==> src/rtch_pkg.sv <==
package rtch_pkg;

    localparam int COORD_WIDTH = 32;
    localparam int FRAC_BITS   = 16;
    localparam int TAG_WIDTH   = 8;

    localparam int PROG_LEN  = 30;
    localparam int PC_W      = 5;
    localparam int CFG_IDX_W = 3;

    localparam logic [CFG_IDX_W-1:0] CFG_ORIGIN_X = 3'd0;
    localparam logic [CFG_IDX_W-1:0] CFG_ORIGIN_Y = 3'd1;
    localparam logic [CFG_IDX_W-1:0] CFG_ORIGIN_Z = 3'd2;
    localparam logic [CFG_IDX_W-1:0] CFG_DIR_X    = 3'd3;
    localparam logic [CFG_IDX_W-1:0] CFG_DIR_Y    = 3'd4;
    localparam logic [CFG_IDX_W-1:0] CFG_DIR_Z    = 3'd5;
    localparam logic [CFG_IDX_W-1:0] CFG_DET_THR  = 3'd6;

    typedef logic signed [63:0] t_ival;

    localparam t_ival ILIM = 64'sh3FFF_FFFF_FFFF_FFFF;

    typedef enum logic [4:0] {
        OPD_DX, OPD_DY, OPD_DZ, OPD_OX, OPD_OY, OPD_OZ,
        OPD_E1X, OPD_E1Y, OPD_E1Z, OPD_E2X, OPD_E2Y, OPD_E2Z,
        OPD_TVX, OPD_TVY, OPD_TVZ, OPD_PVX, OPD_PVY, OPD_PVZ,
        OPD_QVX, OPD_QVY, OPD_QVZ, OPD_T, OPD_ONE
    } t_opnd;

    typedef enum logic [3:0] {
        DST_PV0, DST_PV1, DST_PV2, DST_DET, DST_QV0, DST_QV1, DST_QV2,
        DST_UN, DST_VN, DST_TN, DST_PX, DST_PY, DST_PZ
    } t_dst;

    typedef struct packed {
        t_opnd a;
        t_opnd b;
        logic  neg;
        logic  first;
        t_dst  dst;
        logic  last;
    } t_uop;

    typedef enum logic [3:0] {
        ST_IDLE, ST_ISSUE, ST_WAIT, ST_DET, ST_TEST, ST_DIV, ST_BEST, ST_FIN
    } t_state;

    function automatic t_uop mk(input t_opnd a, input t_opnd b, input logic neg,
                                input logic first, input t_dst dst, input logic last);
        t_uop u;
        u.a     = a;
        u.b     = b;
        u.neg   = neg;
        u.first = first;
        u.dst   = dst;
        u.last  = last;
        return u;
    endfunction

    function automatic t_uop prog_at(input logic [PC_W-1:0] pc);
        t_uop u;
        unique case (pc)
            5'd0:  u = mk(OPD_DY,  OPD_E2Z, 1'b0, 1'b1, DST_PV0, 1'b0);
            5'd1:  u = mk(OPD_DZ,  OPD_E2Y, 1'b1, 1'b0, DST_PV0, 1'b0);
            5'd2:  u = mk(OPD_DZ,  OPD_E2X, 1'b0, 1'b1, DST_PV1, 1'b0);
            5'd3:  u = mk(OPD_DX,  OPD_E2Z, 1'b1, 1'b0, DST_PV1, 1'b0);
            5'd4:  u = mk(OPD_DX,  OPD_E2Y, 1'b0, 1'b1, DST_PV2, 1'b0);
            5'd5:  u = mk(OPD_DY,  OPD_E2X, 1'b1, 1'b0, DST_PV2, 1'b0);
            5'd6:  u = mk(OPD_E1X, OPD_PVX, 1'b0, 1'b1, DST_DET, 1'b0);
            5'd7:  u = mk(OPD_E1Y, OPD_PVY, 1'b0, 1'b0, DST_DET, 1'b0);
            5'd8:  u = mk(OPD_E1Z, OPD_PVZ, 1'b0, 1'b0, DST_DET, 1'b1);
            5'd9:  u = mk(OPD_TVY, OPD_E1Z, 1'b0, 1'b1, DST_QV0, 1'b0);
            5'd10: u = mk(OPD_TVZ, OPD_E1Y, 1'b1, 1'b0, DST_QV0, 1'b0);
            5'd11: u = mk(OPD_TVZ, OPD_E1X, 1'b0, 1'b1, DST_QV1, 1'b0);
            5'd12: u = mk(OPD_TVX, OPD_E1Z, 1'b1, 1'b0, DST_QV1, 1'b0);
            5'd13: u = mk(OPD_TVX, OPD_E1Y, 1'b0, 1'b1, DST_QV2, 1'b0);
            5'd14: u = mk(OPD_TVY, OPD_E1X, 1'b1, 1'b0, DST_QV2, 1'b0);
            5'd15: u = mk(OPD_TVX, OPD_PVX, 1'b0, 1'b1, DST_UN,  1'b0);
            5'd16: u = mk(OPD_TVY, OPD_PVY, 1'b0, 1'b0, DST_UN,  1'b0);
            5'd17: u = mk(OPD_TVZ, OPD_PVZ, 1'b0, 1'b0, DST_UN,  1'b0);
            5'd18: u = mk(OPD_DX,  OPD_QVX, 1'b0, 1'b1, DST_VN,  1'b0);
            5'd19: u = mk(OPD_DY,  OPD_QVY, 1'b0, 1'b0, DST_VN,  1'b0);
            5'd20: u = mk(OPD_DZ,  OPD_QVZ, 1'b0, 1'b0, DST_VN,  1'b0);
            5'd21: u = mk(OPD_E2X, OPD_QVX, 1'b0, 1'b1, DST_TN,  1'b0);
            5'd22: u = mk(OPD_E2Y, OPD_QVY, 1'b0, 1'b0, DST_TN,  1'b0);
            5'd23: u = mk(OPD_E2Z, OPD_QVZ, 1'b0, 1'b0, DST_TN,  1'b1);
            5'd24: u = mk(OPD_DX,  OPD_T,   1'b0, 1'b1, DST_PX,  1'b0);
            5'd25: u = mk(OPD_OX,  OPD_ONE, 1'b0, 1'b0, DST_PX,  1'b0);
            5'd26: u = mk(OPD_DY,  OPD_T,   1'b0, 1'b1, DST_PY,  1'b0);
            5'd27: u = mk(OPD_OY,  OPD_ONE, 1'b0, 1'b0, DST_PY,  1'b0);
            5'd28: u = mk(OPD_DZ,  OPD_T,   1'b0, 1'b1, DST_PZ,  1'b0);
            5'd29: u = mk(OPD_OZ,  OPD_ONE, 1'b0, 1'b0, DST_PZ,  1'b1);
            default: u = mk(OPD_ONE, OPD_ONE, 1'b0, 1'b1, DST_PZ, 1'b1);
        endcase
        return u;
    endfunction

endpackage

==> src/rtch_div.sv <==
module rtch_div #(
    parameter int COORD_WIDTH = rtch_pkg::COORD_WIDTH,
    parameter int FRAC_BITS   = rtch_pkg::FRAC_BITS
) (
    input  logic                          i_clk,
    input  logic                          i_rst_n,
    input  logic                          i_start,
    input  logic [63:0]                   i_n,
    input  logic [63:0]                   i_d,
    output logic                          o_done,
    output logic signed [COORD_WIDTH-1:0] o_q
);

    localparam int INT_BITS = COORD_WIDTH - 1 - FRAC_BITS;
    localparam int WD       = 64 + INT_BITS;
    localparam int QB       = COORD_WIDTH - 1;
    localparam int CNT_W    = $clog2(QB + 1);

    logic             r_busy;
    logic             r_done;
    logic [CNT_W-1:0] r_cnt;
    logic [WD-1:0]    r_rem;
    logic [WD-1:0]    r_ds;
    logic [63:0]      r_d;
    logic [QB-1:0]    r_q;

    logic          w_sat;
    logic          w_ph1;
    logic [WD-1:0] w_lhs;
    logic [WD-1:0] w_rhs;
    logic          w_ge;

    assign w_sat = WD'(i_n) >= (WD'(i_d) << INT_BITS);
    assign w_ph1 = r_cnt > CNT_W'(FRAC_BITS);
    assign w_lhs = w_ph1 ? r_rem : (r_rem << 1);
    assign w_rhs = w_ph1 ? r_ds : WD'(r_d);
    assign w_ge  = w_lhs >= w_rhs;

    always_ff @(posedge i_clk) begin
        if (!i_rst_n) begin
            r_busy <= 1'b0;
            r_done <= 1'b0;
        end else begin
            r_done <= i_start ? w_sat : (r_busy && (r_cnt == CNT_W'(1)));
            if (i_start) begin
                r_d   <= i_d;
                r_rem <= WD'(i_n);
                r_ds  <= WD'(i_d) << (INT_BITS - 1);
                r_cnt <= CNT_W'(QB);
                if (w_sat) begin
                    r_q    <= '1;
                end else begin
                    r_q    <= '0;
                    r_busy <= 1'b1;
                end
            end else if (r_busy) begin
                r_rem <= w_ge ? (w_lhs - w_rhs) : w_lhs;
                r_ds  <= r_ds >> 1;
                r_q   <= {r_q[QB-2:0], w_ge};
                r_cnt <= r_cnt - CNT_W'(1);
                if (r_cnt == CNT_W'(1)) begin
                    r_busy <= 1'b0;
                end
            end
        end
    end

    assign o_done = r_done;
    assign o_q    = signed'({1'b0, r_q});

endmodule

==> config.mk <==
export PLATFORM = sky130hd
export DESIGN_NAME = rtch_div
export DESIGN_NICKNAME = d
export VERILOG_FILES = /design/src/rtch_pkg.sv /design/src/rtch_div.sv
export SDC_FILE = /design/constraint.sdc
export NUM_CORES = 1
export LEC_CHECK = 0
export ABC_AREA = 1
export BUFFER_PORTS_ARGS = -buffer_cell sky130_fd_sc_hd__buf_2
export CAP_MARGIN = 20
export CELL_PAD_IN_SITES_DETAIL_PLACEMENT = 0
export CELL_PAD_IN_SITES_GLOBAL_PLACEMENT = 1
export CORE_UTILIZATION = 40
export DETAILED_ROUTE_END_ITERATION = 10
export GPL_ROUTABILITY_DRIVEN = 0
export PLACE_DENSITY_LB_ADDON = 0.15
export SKIP_CTS_REPAIR_TIMING = 1
export SYNTH_ARGS = -nofsm -noshare
export SYNTH_HDL_FRONTEND = slang
export SYNTH_SLANG_ARGS = --single-unit
==> constraint.sdc <==
create_clock -name i_clk -period 14.05 [get_ports i_clk]
set_input_delay 2.81 -clock i_clk [delete_from_list [all_inputs] [get_ports i_clk]]
set_output_delay 2.81 -clock i_clk [all_outputs]
set_load 0.1 [all_outputs]
==> results.json <==
{
  "vias": 21910,
  "final_common_cell": "nand2_1",
  "cp.arrival_ns": 6.63,
  "crit_family": "buffers and inverters",
  "worst_path_most_repeated_cell": "inv_1",
  "fp-row-count": 85,
  "clk_latency_ns": 0.60,
  "drive_gt1_frac": 0.08622,
  "critPathBufInv": 12,
  "n_antenna_cell": 0,
  "yosys_register_bits": 259,
  "ir_worst_vdd_uv": 94.46,
  "syn-num-nets": 3653,
  "synth_area_per_cell_um2": 6.524,
  "htree_levels": 1,
  "final_cell_mix": "nand2_1 (1302), inv_1 (627), edfxtp_1 (257)",
  "r2r_setup_slack_ns": 7.78,
  "clkTransAtPathRegs_ns": 0.06,
  "groute.usage.overall": 0.2885,
  "slew_headroom": 0.2852,
  "cpPeakStageDelay_ns": 0.61,
  "tns_ns": 0,
  "syn_area_mm2": 0.02212,
  "wl_per_cell_um": 19.37,
  "grt-ovfl-total": 0,
  "core_area_mm2": 0.05424,
  "first_global_vias": 20760,
  "die_h_um": 237.2,
  "cts_made_buffers": 30,
  "pin_count": 164,
  "synth_edf_count": 257,
  "fin_area_mm2": 0.02449,
  "final_nets": 3767,
  "hpwl_um": 66510,
  "ys.flop_type": "edfxtp_1",
  "cts_tree": "built",
  "synth-async-reset-ratio": 0,
  "drv_cap": 0,
  "critPathCaptureType": "register",
  "startpoint_type": "register",
  "first_pass_iters": 5,
  "max_freq_mhz": 159.4,
  "ys_types": 44,
  "grt_start_max_net_pins": 164,
  "worst_slew_pin_slew_ns": 1.070,
  "cts_buffer_depth": 3,
  "hold_viol_final": 0,
  "antenna_found_initial": 0,
  "placed_area_mm2": 0.02349,
  "drt-total-wl_um": 81790,
  "hold_class": "reg2reg",
  "min_period_ns": 6.272,
  "critical_path.slowest_cell": "buf_4",
  "skew_ns": 0.02749,
  "total_power_mw": 2.806,
  "drcViolationCount": 0,
  "start_util": 0.4079,
  "ys_warn_count": 0,
  "grt_pass1_wl_um": 123600,
  "drtIter0Drc": 2274,
  "rsz0062_at_grt": "no",
  "drv_slew": 0,
  "final_antenna_net_count": 0,
  "clock-root-buffer": "clkbuf_16",
  "finalSetupViolations": 0,
  "fin_crit_sh": 0.4464,
  "clock_sinks": 259,
  "worst-path-max-fanout": 111,
  "status": "completed",
  "crit_type": "reg2reg",
  "p_per_area_mw_per_mm2": 114.6,
  "viasPerCell": 5.190,
  "utilization": 0.4515,
  "die-area_mm2": 0.05625,
  "ys_seq_area_frac": 0.3507,
  "cp.required_ns": 14.40,
  "area_delta_synth_final_pct": 10.70,
  "syn-instance-count": 3391,
  "fillers": 5774,
  "die_x_um": 237.2,
  "total_leakage_power_nw": 12.87,
  "port_buffers": 162
}
## layer usage
layer,track usage,part of all wire,vias to the layer above
met3,0.02776,0.064,92
li1,-,-,10850
met5,0,0,-
met4,0.06061,0.022,0
met2,0.4339,0.42,710
met1,0.4448,0.49,10260
## cell type report
class	count	area [um^2]	area share
Inverter	632	2377	0.09707
Tap cell	696	870.8	0.03556
Timing Repair Buffer	175	963.4	0.03934
Clock inverter	11	120.1	0.004905
Sequential cell	259	7757	0.3168
Multi-Input combinational cell	2407	11540	0.4714
Clock buffer	42	855.8	0.03495
## report_power, final
group | internal (mW) | leakage (nW) | switching (mW)
Combinational | 0.308 | 9.92 | 0.754
Sequential | 0.934 | 2.48 | 0.0253
Clock | 0.458 | 0.477 | 0.326
Total | 1.70 | 12.9 | 1.11
## logic make-up after synthesis
logic type	share of synthesized area
buf+inv	0.1280
compound gates	0.07958
other cells	0.0001695
fa+ha+maj	0.07443
flops	0.3507
simple gates	0.3545
xor+xnor	0.01267
## worst paths after layout
check	cells past startpoint	end	from
worst min-delay path	2	o_done	r_busy
worst min register to register	2	o_done	r_busy
worst max register to register	29	r_rem[75]	r_cnt[0]
worst max-delay path	29	r_rem[75]	r_cnt[0]
## worst register-to-register path, delay by kind of cell, from the launching register on
kind / cells / cell delay [ns]
DFF: 1 / 0.37
buffers and inverters: 12 / 3.02
and+or+nand+nor: 14 / 1.98
adders and majority gates: 2 / 0.52
AOI/OAI and AO/OA: 1 / 0.11
## Yosys cell counts, drive strengths merged, types with 3 or more instances
cell / number / area share
a21o: 3 / 0.0010
clkbuf: 60 / 0.010
ha: 130 / 0.074
buf: 33 / 0.011
nand2: 1307 / 0.22
o21ai: 227 / 0.051
xnor2: 31 / 0.012
nand3: 221 / 0.051
nor2: 222 / 0.039
nand4: 29 / 0.0082
o21a: 3 / 0.0010
nor4: 12 / 0.0034
a21oi: 102 / 0.023
inv: 631 / 0.11
nand3b: 19 / 0.0064
o21bai: 5 / 0.0017
nor3: 23 / 0.0052
or2: 62 / 0.018
edfxtp: 257 / 0.35
## state kept, by name, indices dropped and copies added, names as in the netlist
register,count
r_rem,79
r_q,31
r_d,64
r_ds,78
o_done,1
r_cnt,5
r_busy,1
## through the flow
step / hold slack (ns) / cells / worst slack, ns
floorplan: 0.4397 / 3391 / 0.1547
global placement: 0.4613 / 4167 / 7.534
detailed placement: 0.4642 / 4168 / 7.383
CTS: 0.4787 / 4221 / 7.394
global route: 0.5263 / 4222 / 7.272
finish: 0.4884 / 4222 / 7.778
Note: power is estimated with default switching activity, not from simulation.
