<file path="src/rtch_pkg.sv">
package rtch_pkg;

    localparam int COORD_WIDTH = 32;
    localparam int FRAC_BITS   = 16;
    localparam int TAG_WIDTH   = 8;

    localparam int PROG_LEN  = 30;
    localparam int PC_W      = 5;
    localparam int CFG_IDX_W = 3;

    localparam logic [CFG_IDX_W-1:0] CFG_ORIGIN_X = 3'd0;
    localparam logic [CFG_IDX_W-1:0] CFG_ORIGIN_Y = 3'd1;
    localparam logic [CFG_IDX_W-1:0] CFG_ORIGIN_Z = 3'd2;
    localparam logic [CFG_IDX_W-1:0] CFG_DIR_X    = 3'd3;
    localparam logic [CFG_IDX_W-1:0] CFG_DIR_Y    = 3'd4;
    localparam logic [CFG_IDX_W-1:0] CFG_DIR_Z    = 3'd5;
    localparam logic [CFG_IDX_W-1:0] CFG_DET_THR  = 3'd6;

    typedef logic signed [63:0] t_ival;

    localparam t_ival ILIM = 64'sh3FFF_FFFF_FFFF_FFFF;

    typedef enum logic [4:0] {
        OPD_DX, OPD_DY, OPD_DZ, OPD_OX, OPD_OY, OPD_OZ,
        OPD_E1X, OPD_E1Y, OPD_E1Z, OPD_E2X, OPD_E2Y, OPD_E2Z,
        OPD_TVX, OPD_TVY, OPD_TVZ, OPD_PVX, OPD_PVY, OPD_PVZ,
        OPD_QVX, OPD_QVY, OPD_QVZ, OPD_T, OPD_ONE
    } t_opnd;

    typedef enum logic [3:0] {
        DST_PV0, DST_PV1, DST_PV2, DST_DET, DST_QV0, DST_QV1, DST_QV2,
        DST_UN, DST_VN, DST_TN, DST_PX, DST_PY, DST_PZ
    } t_dst;

    typedef struct packed {
        t_opnd a;
        t_opnd b;
        logic  neg;
        logic  first;
        t_dst  dst;
        logic  last;
    } t_uop;

    typedef enum logic [3:0] {
        ST_IDLE, ST_ISSUE, ST_WAIT, ST_DET, ST_TEST, ST_DIV, ST_BEST, ST_FIN
    } t_state;

    function automatic t_uop mk(input t_opnd a, input t_opnd b, input logic neg,
                                input logic first, input t_dst dst, input logic last);
        t_uop u;
        u.a     = a;
        u.b     = b;
        u.neg   = neg;
        u.first = first;
        u.dst   = dst;
        u.last  = last;
        return u;
    endfunction

    function automatic t_uop prog_at(input logic [PC_W-1:0] pc);
        t_uop u;
        unique case (pc)
            5'd0:  u = mk(OPD_DY,  OPD_E2Z, 1'b0, 1'b1, DST_PV0, 1'b0);
            5'd1:  u = mk(OPD_DZ,  OPD_E2Y, 1'b1, 1'b0, DST_PV0, 1'b0);
            5'd2:  u = mk(OPD_DZ,  OPD_E2X, 1'b0, 1'b1, DST_PV1, 1'b0);
            5'd3:  u = mk(OPD_DX,  OPD_E2Z, 1'b1, 1'b0, DST_PV1, 1'b0);
            5'd4:  u = mk(OPD_DX,  OPD_E2Y, 1'b0, 1'b1, DST_PV2, 1'b0);
            5'd5:  u = mk(OPD_DY,  OPD_E2X, 1'b1, 1'b0, DST_PV2, 1'b0);
            5'd6:  u = mk(OPD_E1X, OPD_PVX, 1'b0, 1'b1, DST_DET, 1'b0);
            5'd7:  u = mk(OPD_E1Y, OPD_PVY, 1'b0, 1'b0, DST_DET, 1'b0);
            5'd8:  u = mk(OPD_E1Z, OPD_PVZ, 1'b0, 1'b0, DST_DET, 1'b1);
            5'd9:  u = mk(OPD_TVY, OPD_E1Z, 1'b0, 1'b1, DST_QV0, 1'b0);
            5'd10: u = mk(OPD_TVZ, OPD_E1Y, 1'b1, 1'b0, DST_QV0, 1'b0);
            5'd11: u = mk(OPD_TVZ, OPD_E1X, 1'b0, 1'b1, DST_QV1, 1'b0);
            5'd12: u = mk(OPD_TVX, OPD_E1Z, 1'b1, 1'b0, DST_QV1, 1'b0);
            5'd13: u = mk(OPD_TVX, OPD_E1Y, 1'b0, 1'b1, DST_QV2, 1'b0);
            5'd14: u = mk(OPD_TVY, OPD_E1X, 1'b1, 1'b0, DST_QV2, 1'b0);
            5'd15: u = mk(OPD_TVX, OPD_PVX, 1'b0, 1'b1, DST_UN,  1'b0);
            5'd16: u = mk(OPD_TVY, OPD_PVY, 1'b0, 1'b0, DST_UN,  1'b0);
            5'd17: u = mk(OPD_TVZ, OPD_PVZ, 1'b0, 1'b0, DST_UN,  1'b0);
            5'd18: u = mk(OPD_DX,  OPD_QVX, 1'b0, 1'b1, DST_VN,  1'b0);
            5'd19: u = mk(OPD_DY,  OPD_QVY, 1'b0, 1'b0, DST_VN,  1'b0);
            5'd20: u = mk(OPD_DZ,  OPD_QVZ, 1'b0, 1'b0, DST_VN,  1'b0);
            5'd21: u = mk(OPD_E2X, OPD_QVX, 1'b0, 1'b1, DST_TN,  1'b0);
            5'd22: u = mk(OPD_E2Y, OPD_QVY, 1'b0, 1'b0, DST_TN,  1'b0);
            5'd23: u = mk(OPD_E2Z, OPD_QVZ, 1'b0, 1'b0, DST_TN,  1'b1);
            5'd24: u = mk(OPD_DX,  OPD_T,   1'b0, 1'b1, DST_PX,  1'b0);
            5'd25: u = mk(OPD_OX,  OPD_ONE, 1'b0, 1'b0, DST_PX,  1'b0);
            5'd26: u = mk(OPD_DY,  OPD_T,   1'b0, 1'b1, DST_PY,  1'b0);
            5'd27: u = mk(OPD_OY,  OPD_ONE, 1'b0, 1'b0, DST_PY,  1'b0);
            5'd28: u = mk(OPD_DZ,  OPD_T,   1'b0, 1'b1, DST_PZ,  1'b0);
            5'd29: u = mk(OPD_OZ,  OPD_ONE, 1'b0, 1'b0, DST_PZ,  1'b1);
            default: u = mk(OPD_ONE, OPD_ONE, 1'b0, 1'b1, DST_PZ, 1'b1);
        endcase
        return u;
    endfunction

endpackage

</file>
<file path="src/rtch_mul.sv">
module rtch_mul #(
    parameter int FRAC_BITS = rtch_pkg::FRAC_BITS
) (
    input  logic          i_clk,
    input  logic          i_rst_n,
    input  logic          i_start,
    input  rtch_pkg::t_ival i_a,
    input  rtch_pkg::t_ival i_b,
    output logic          o_done,
    output rtch_pkg::t_ival o_p
);

    logic           r_busy;
    logic           r_fin;
    logic           r_done;
    logic           r_neg;
    logic [1:0]     r_step;
    logic [63:0]    r_xa;
    logic [63:0]    r_xb;
    logic [127:0]   r_acc;
    rtch_pkg::t_ival r_p;

    logic [31:0]  w_ha;
    logic [31:0]  w_hb;
    logic [63:0]  w_pp;
    logic [6:0]   w_sh;
    logic [127:0] w_pp_sh;
    logic [127:0] w_shift;
    logic [63:0]  w_mag;

    function automatic logic [63:0] mag(input rtch_pkg::t_ival v);
        return v[63] ? 64'(-v) : 64'(v);
    endfunction

    assign w_ha    = r_step[0] ? r_xa[63:32] : r_xa[31:0];
    assign w_hb    = r_step[1] ? r_xb[63:32] : r_xb[31:0];
    assign w_pp    = w_ha * w_hb;
    assign w_sh    = {2'(r_step[0]) + 2'(r_step[1]), 5'b0};
    assign w_pp_sh = {64'b0, w_pp} << w_sh;
    assign w_shift = r_acc >> FRAC_BITS;
    assign w_mag   = (w_shift[127:62] != '0) ? 64'(rtch_pkg::ILIM) : w_shift[63:0];

    always_ff @(posedge i_clk) begin
        if (!i_rst_n) begin
            r_busy <= 1'b0;
            r_fin  <= 1'b0;
            r_done <= 1'b0;
        end else begin
            r_done <= r_fin;
            r_fin  <= !i_start && r_busy && (r_step == 2'd3);
            if (i_start) begin
                r_busy <= 1'b1;
                r_step <= 2'd0;
                r_acc  <= '0;
                r_xa   <= mag(i_a);
                r_xb   <= mag(i_b);
                r_neg  <= i_a[63] ^ i_b[63];
            end else if (r_busy) begin
                r_acc  <= r_acc + w_pp_sh;
                r_step <= r_step + 2'd1;
                if (r_step == 2'd3) begin
                    r_busy <= 1'b0;
                end
            end
            if (r_fin) begin
                r_p    <= r_neg ? -signed'(w_mag) : signed'(w_mag);
            end
        end
    end

    assign o_done = r_done;
    assign o_p    = r_p;

endmodule

</file>
<file path="config.mk">
export PLATFORM = sky130hd
export DESIGN_NAME = rtch_mul
export DESIGN_NICKNAME = d
export VERILOG_FILES = /design/src/rtch_pkg.sv /design/src/rtch_mul.sv
export SDC_FILE = /design/constraint.sdc
export NUM_CORES = 2
export LEC_CHECK = 0
export BUFFER_PORTS_ARGS = -buffer_cell sky130_fd_sc_hd__buf_2
export CAP_MARGIN = 20
export CORE_MARGIN = 3
export CORE_UTILIZATION = 53
export CTS_CLUSTER_DIAMETER = 30
export CTS_CLUSTER_SIZE = 10
export DETAILED_ROUTE_END_ITERATION = 7
export GPL_TIMING_DRIVEN = 1
export PLACE_DENSITY = 0.7
export RECOVER_POWER = 25
export SLEW_MARGIN = 20
export SYNTH_ARGS = -nofsm -noshare
export SYNTH_HDL_FRONTEND = slang
export SYNTH_SLANG_ARGS = --single-unit
</file>
<file path="constraint.sdc">
create_clock -name i_clk -period 21.5 [get_ports i_clk]
set_input_delay 1.075 -clock i_clk [delete_from_list [all_inputs] [get_ports i_clk]]
set_output_delay 1.075 -clock i_clk [all_outputs]
set_load 0.1 [all_outputs]
</file>
==> key figures <==
Synthesis
  • Synthesized-area fraction occupied by ao, oa, aoi and oai cells: 11.08%
  • Seq cells post-synth: 326
  • Cell types with the highest counts after synthesis: sky130_fd_sc_hd__nor2_1 (953), sky130_fd_sc_hd__inv_1 (902), sky130_fd_sc_hd__fa_1 (897), sky130_fd_sc_hd__nand2_1 (701), sky130_fd_sc_hd__ha_1 (394)
  • Primary FF master, synth: sky130_fd_sc_hd__edfxtp_1
  • Arithmetic-cell share of the synthesized area counting full adders, half adders and majority gates: 40.04%
  • Asr flop ratio synth: 0%
  • Cell type with the highest aggregate area in the netlist: sky130_fd_sc_hd__fa_1
  • Post-Synthesis Cell Area: 57150 um2
  • Combinational family with the most area after synthesis: adder cells
  • Number of enable flip-flop cells after synthesis: 323
  • Number of warnings reported in the yosys synthesis log: 0
  • Synth Area in XOR/XNOR: 4.746%
  • Post-Syn Area per Cell: 8.875 um2
  • Mapped Nets: 7862
  • Most common cell in the netlist: sky130_fd_sc_hd__nor2_1
  • Simple-gate share of the synthesized area: 16.27%
  • Part of the Yosys area used for sequential elements: 17.08%
  • Share of synthesized area spent on multiplexers: 2.739%
  • Share of the synthesized area in the top cell type: 31.42%
  • Number of different library cells in the post-synthesis netlist: 73
  • Post-Synthesis Cells: 6440
  • Leading cell types by total area after synthesis: sky130_fd_sc_hd__fa_1 (31%), sky130_fd_sc_hd__edfxtp_1 (17%), sky130_fd_sc_hd__ha_1 (8.6%)

Timing
  • Post-route clock skew: 56.42 ps
  • Period minus WS final: 16950 ps
  • Tightest Pin Transition: 3524 ps
  • Unrepaired setup endpoints after global routing: no
  • Highest clock frequency the design can meet: 58.98 MHz
  • Setup total negative slack: 0 ps
  • Final worst-path cycle share: 78.86%
  • Number of endpoints failing setup at the final stage: 0
  • Final-report max-slew violation count: 335
  • Slew HR: -135.0%
  • Count of endpoints failing hold in the final timing report: 0

Global route
  • Most Crowded Layer GR: met1
  • Met2 usage: 50.68%
  • Congestion Overflow GR: 0
  • Number of global-route vias before repair: 48720
  • Total GRT Usage: 36.05%
  • GR met3 Demand/Resource: 11.55%
  • GR Layer Usage met1: 50.82%
  • Antenna violations before repair: 6
  • Pin count of the biggest net entering global routing: 76
  • Global-route wire length before repair: 301.7 mm

Floorplanning
  • Starting density of the core: 53.84%
  • Floorplan core area: 106200 um2
  • Die width: 334.4 um
  • I/O Pins: 196
  • Die Footprint: 111800 um2
  • Die Y: 334.4 um
  • Site row count: 119

Clocking
  • Number of setup buffers added after CTS: 0
  • Clock Tree Buf Depth: 3
  • Clock root buffer: sky130_fd_sc_hd__clkbuf_16
  • Clock tree from TritonCTS: built
  • Clock latency of the later-clocked register in the worst-skew pair: 680 ps
  • Number of hold buffers added after cts: 0
  • Post-CTS sizing: 0
  • Clock sink count: 326
  • Number of CTS-inserted buffers: 87
  • Number of levels in the clock H-tree: 3
  • Clock slew at reported path FFs: 50 ps

Finish
  • Final net count: 7924
  • Antenna diode count: 0
  • Proportion of layout cells with a drive suffix above 1: 8.907%
  • Area added between synthesis and finish: 9.705%

Setup path
  • Most common cell on crit path: sky130_fd_sc_hd__fa_1
  • Critical path data arrival time: 17330 ps
  • Required time of the critical path: 21880 ps
  • Bufs and invs on worst path: 5
  • Slowest cell on the critical path: sky130_fd_sc_hd__clkbuf_1
  • CP Launch Type: register
  • Largest stage delay on the critical path: 1780 ps
  • Critical Path Sink Type: register
  • Critical path class: register to register
  • Cell family with the largest share of critical-path delay: compound AO/OA/AOI/OAI gates
  • Worst-path fanout max: 34

Drt
  • Total wirelength of the detailed-routed design: 201.7 mm
  • Wirelength per Cell: 25.34 um
  • Number of nets still failing antenna checks after routing: 0
  • Number of DRC markers after the initial detailed-route iteration: 5267
  • Drt drc: 0
  • First-pass iteration count of the detailed router: 6
  • Number of vias per cell: 6.145
  • Total number of vias: 48910

Outcome
  • Status: finished with violations
  • Violated checks: max-capacitance violations, max-slew violations

Job
  • Max capacitance violation total: 6

Placement
  • Number of I/O port buffers: 195
  • Global placer's final weighted congestion: 1.041
  • Placed wire-length estimate after detailed placement: 158.4 mm

Hold path
  • Class of the worst hold path: register to register
[cell type report]
cell class / instances / area, um2
Clock buffer: 97 / 2215
Timing Repair Buffer: 295 / 1717
Multi-Input combinational cell: 4890 / 43030
Tap cell: 1391 / 1740
Clock inverter: 58 / 852.1
Sequential cell: 326 / 9759
Inverter: 902 / 3386
Fill cell: 9435 / 43460
[worst register-to-register path, delay by kind of cell, from the launching register on]
kind,cells,cell delay [ps]
AND/OR/NAND/NOR,8,3190
adder cells (fa/ha/maj),10,4490
AO/OA/AOI/OAI,13,4890
buffers and inverters,5,2480
flip-flops,1,320
multiplexers,2,1340
[final timing paths]
kind	start	end	slack [ps]	depth (start not counted)
setup reg to reg	r_step[0]	r_acc[121]	4550	38
hold / removal	r_fin	o_done	450	1
setup / recovery	r_step[0]	r_acc[121]	4550	38
hold reg to reg	r_fin	o_done	450	1
[through the flow]
stage	setup slack (ps)	utilization [%]	std cells	cell area (um2)	hold WS [ps]
2_1_floorplan	9710	-	6440	57150	427.0
3_3_place_gp	6030	56.16	7802	59620	432.0
3_5_place_dp	6397	56.17	7802	59630	441.6
4_1_cts	6327	59.05	7957	62690	451.3
5_1_grt	4305	59.06	7959	62700	465.5
6_report	4545	59.06	7959	62700	447.4
[flip-flops by register name, indices dropped and copies added (netlist names)]
register,cells
r_acc,128
o_p,64
r_xa,64
r_xb,64
r_step,2
o_done,1
r_busy,1
r_fin,1
r_neg,1
[logic make-up (layout without fill, tap and decap cells)]
family	Yosys count	after routing
adder cells (fa/ha/maj)	1291	1291
XOR/XNOR	308	308
flip-flops	326	326
AO/OA/AOI/OAI	996	996
buffers and inverters	1224	1352
AND/OR/NAND/NOR	2147	2147
multiplexers	148	148
[cell usage in the layout (no fill, tap or decap), drive strengths merged, types with 81 or more instances in the layout]
master,Yosys,layout
a21o,106,106
ha,394,394
clkbuf,292,106
mux2i,81,81
a21oi,265,265
nand2,701,701
edfxtp,323,323
nor2,953,953
o21ai,245,245
buf,30,286
xor2,93,93
xnor2,214,214
fa,897,897
inv,902,910
[per-layer routing]
layer  part of all wire [%]  wire length [um]
met5                  0.020                41
met4                    5.2             10460
met3                     13             26550
met2                     41             82790
met1                     41             81850
Power is left out: the tool's default activity adds up to more than one toggle a clock period on the data nets, which glitch-free logic cannot reach.
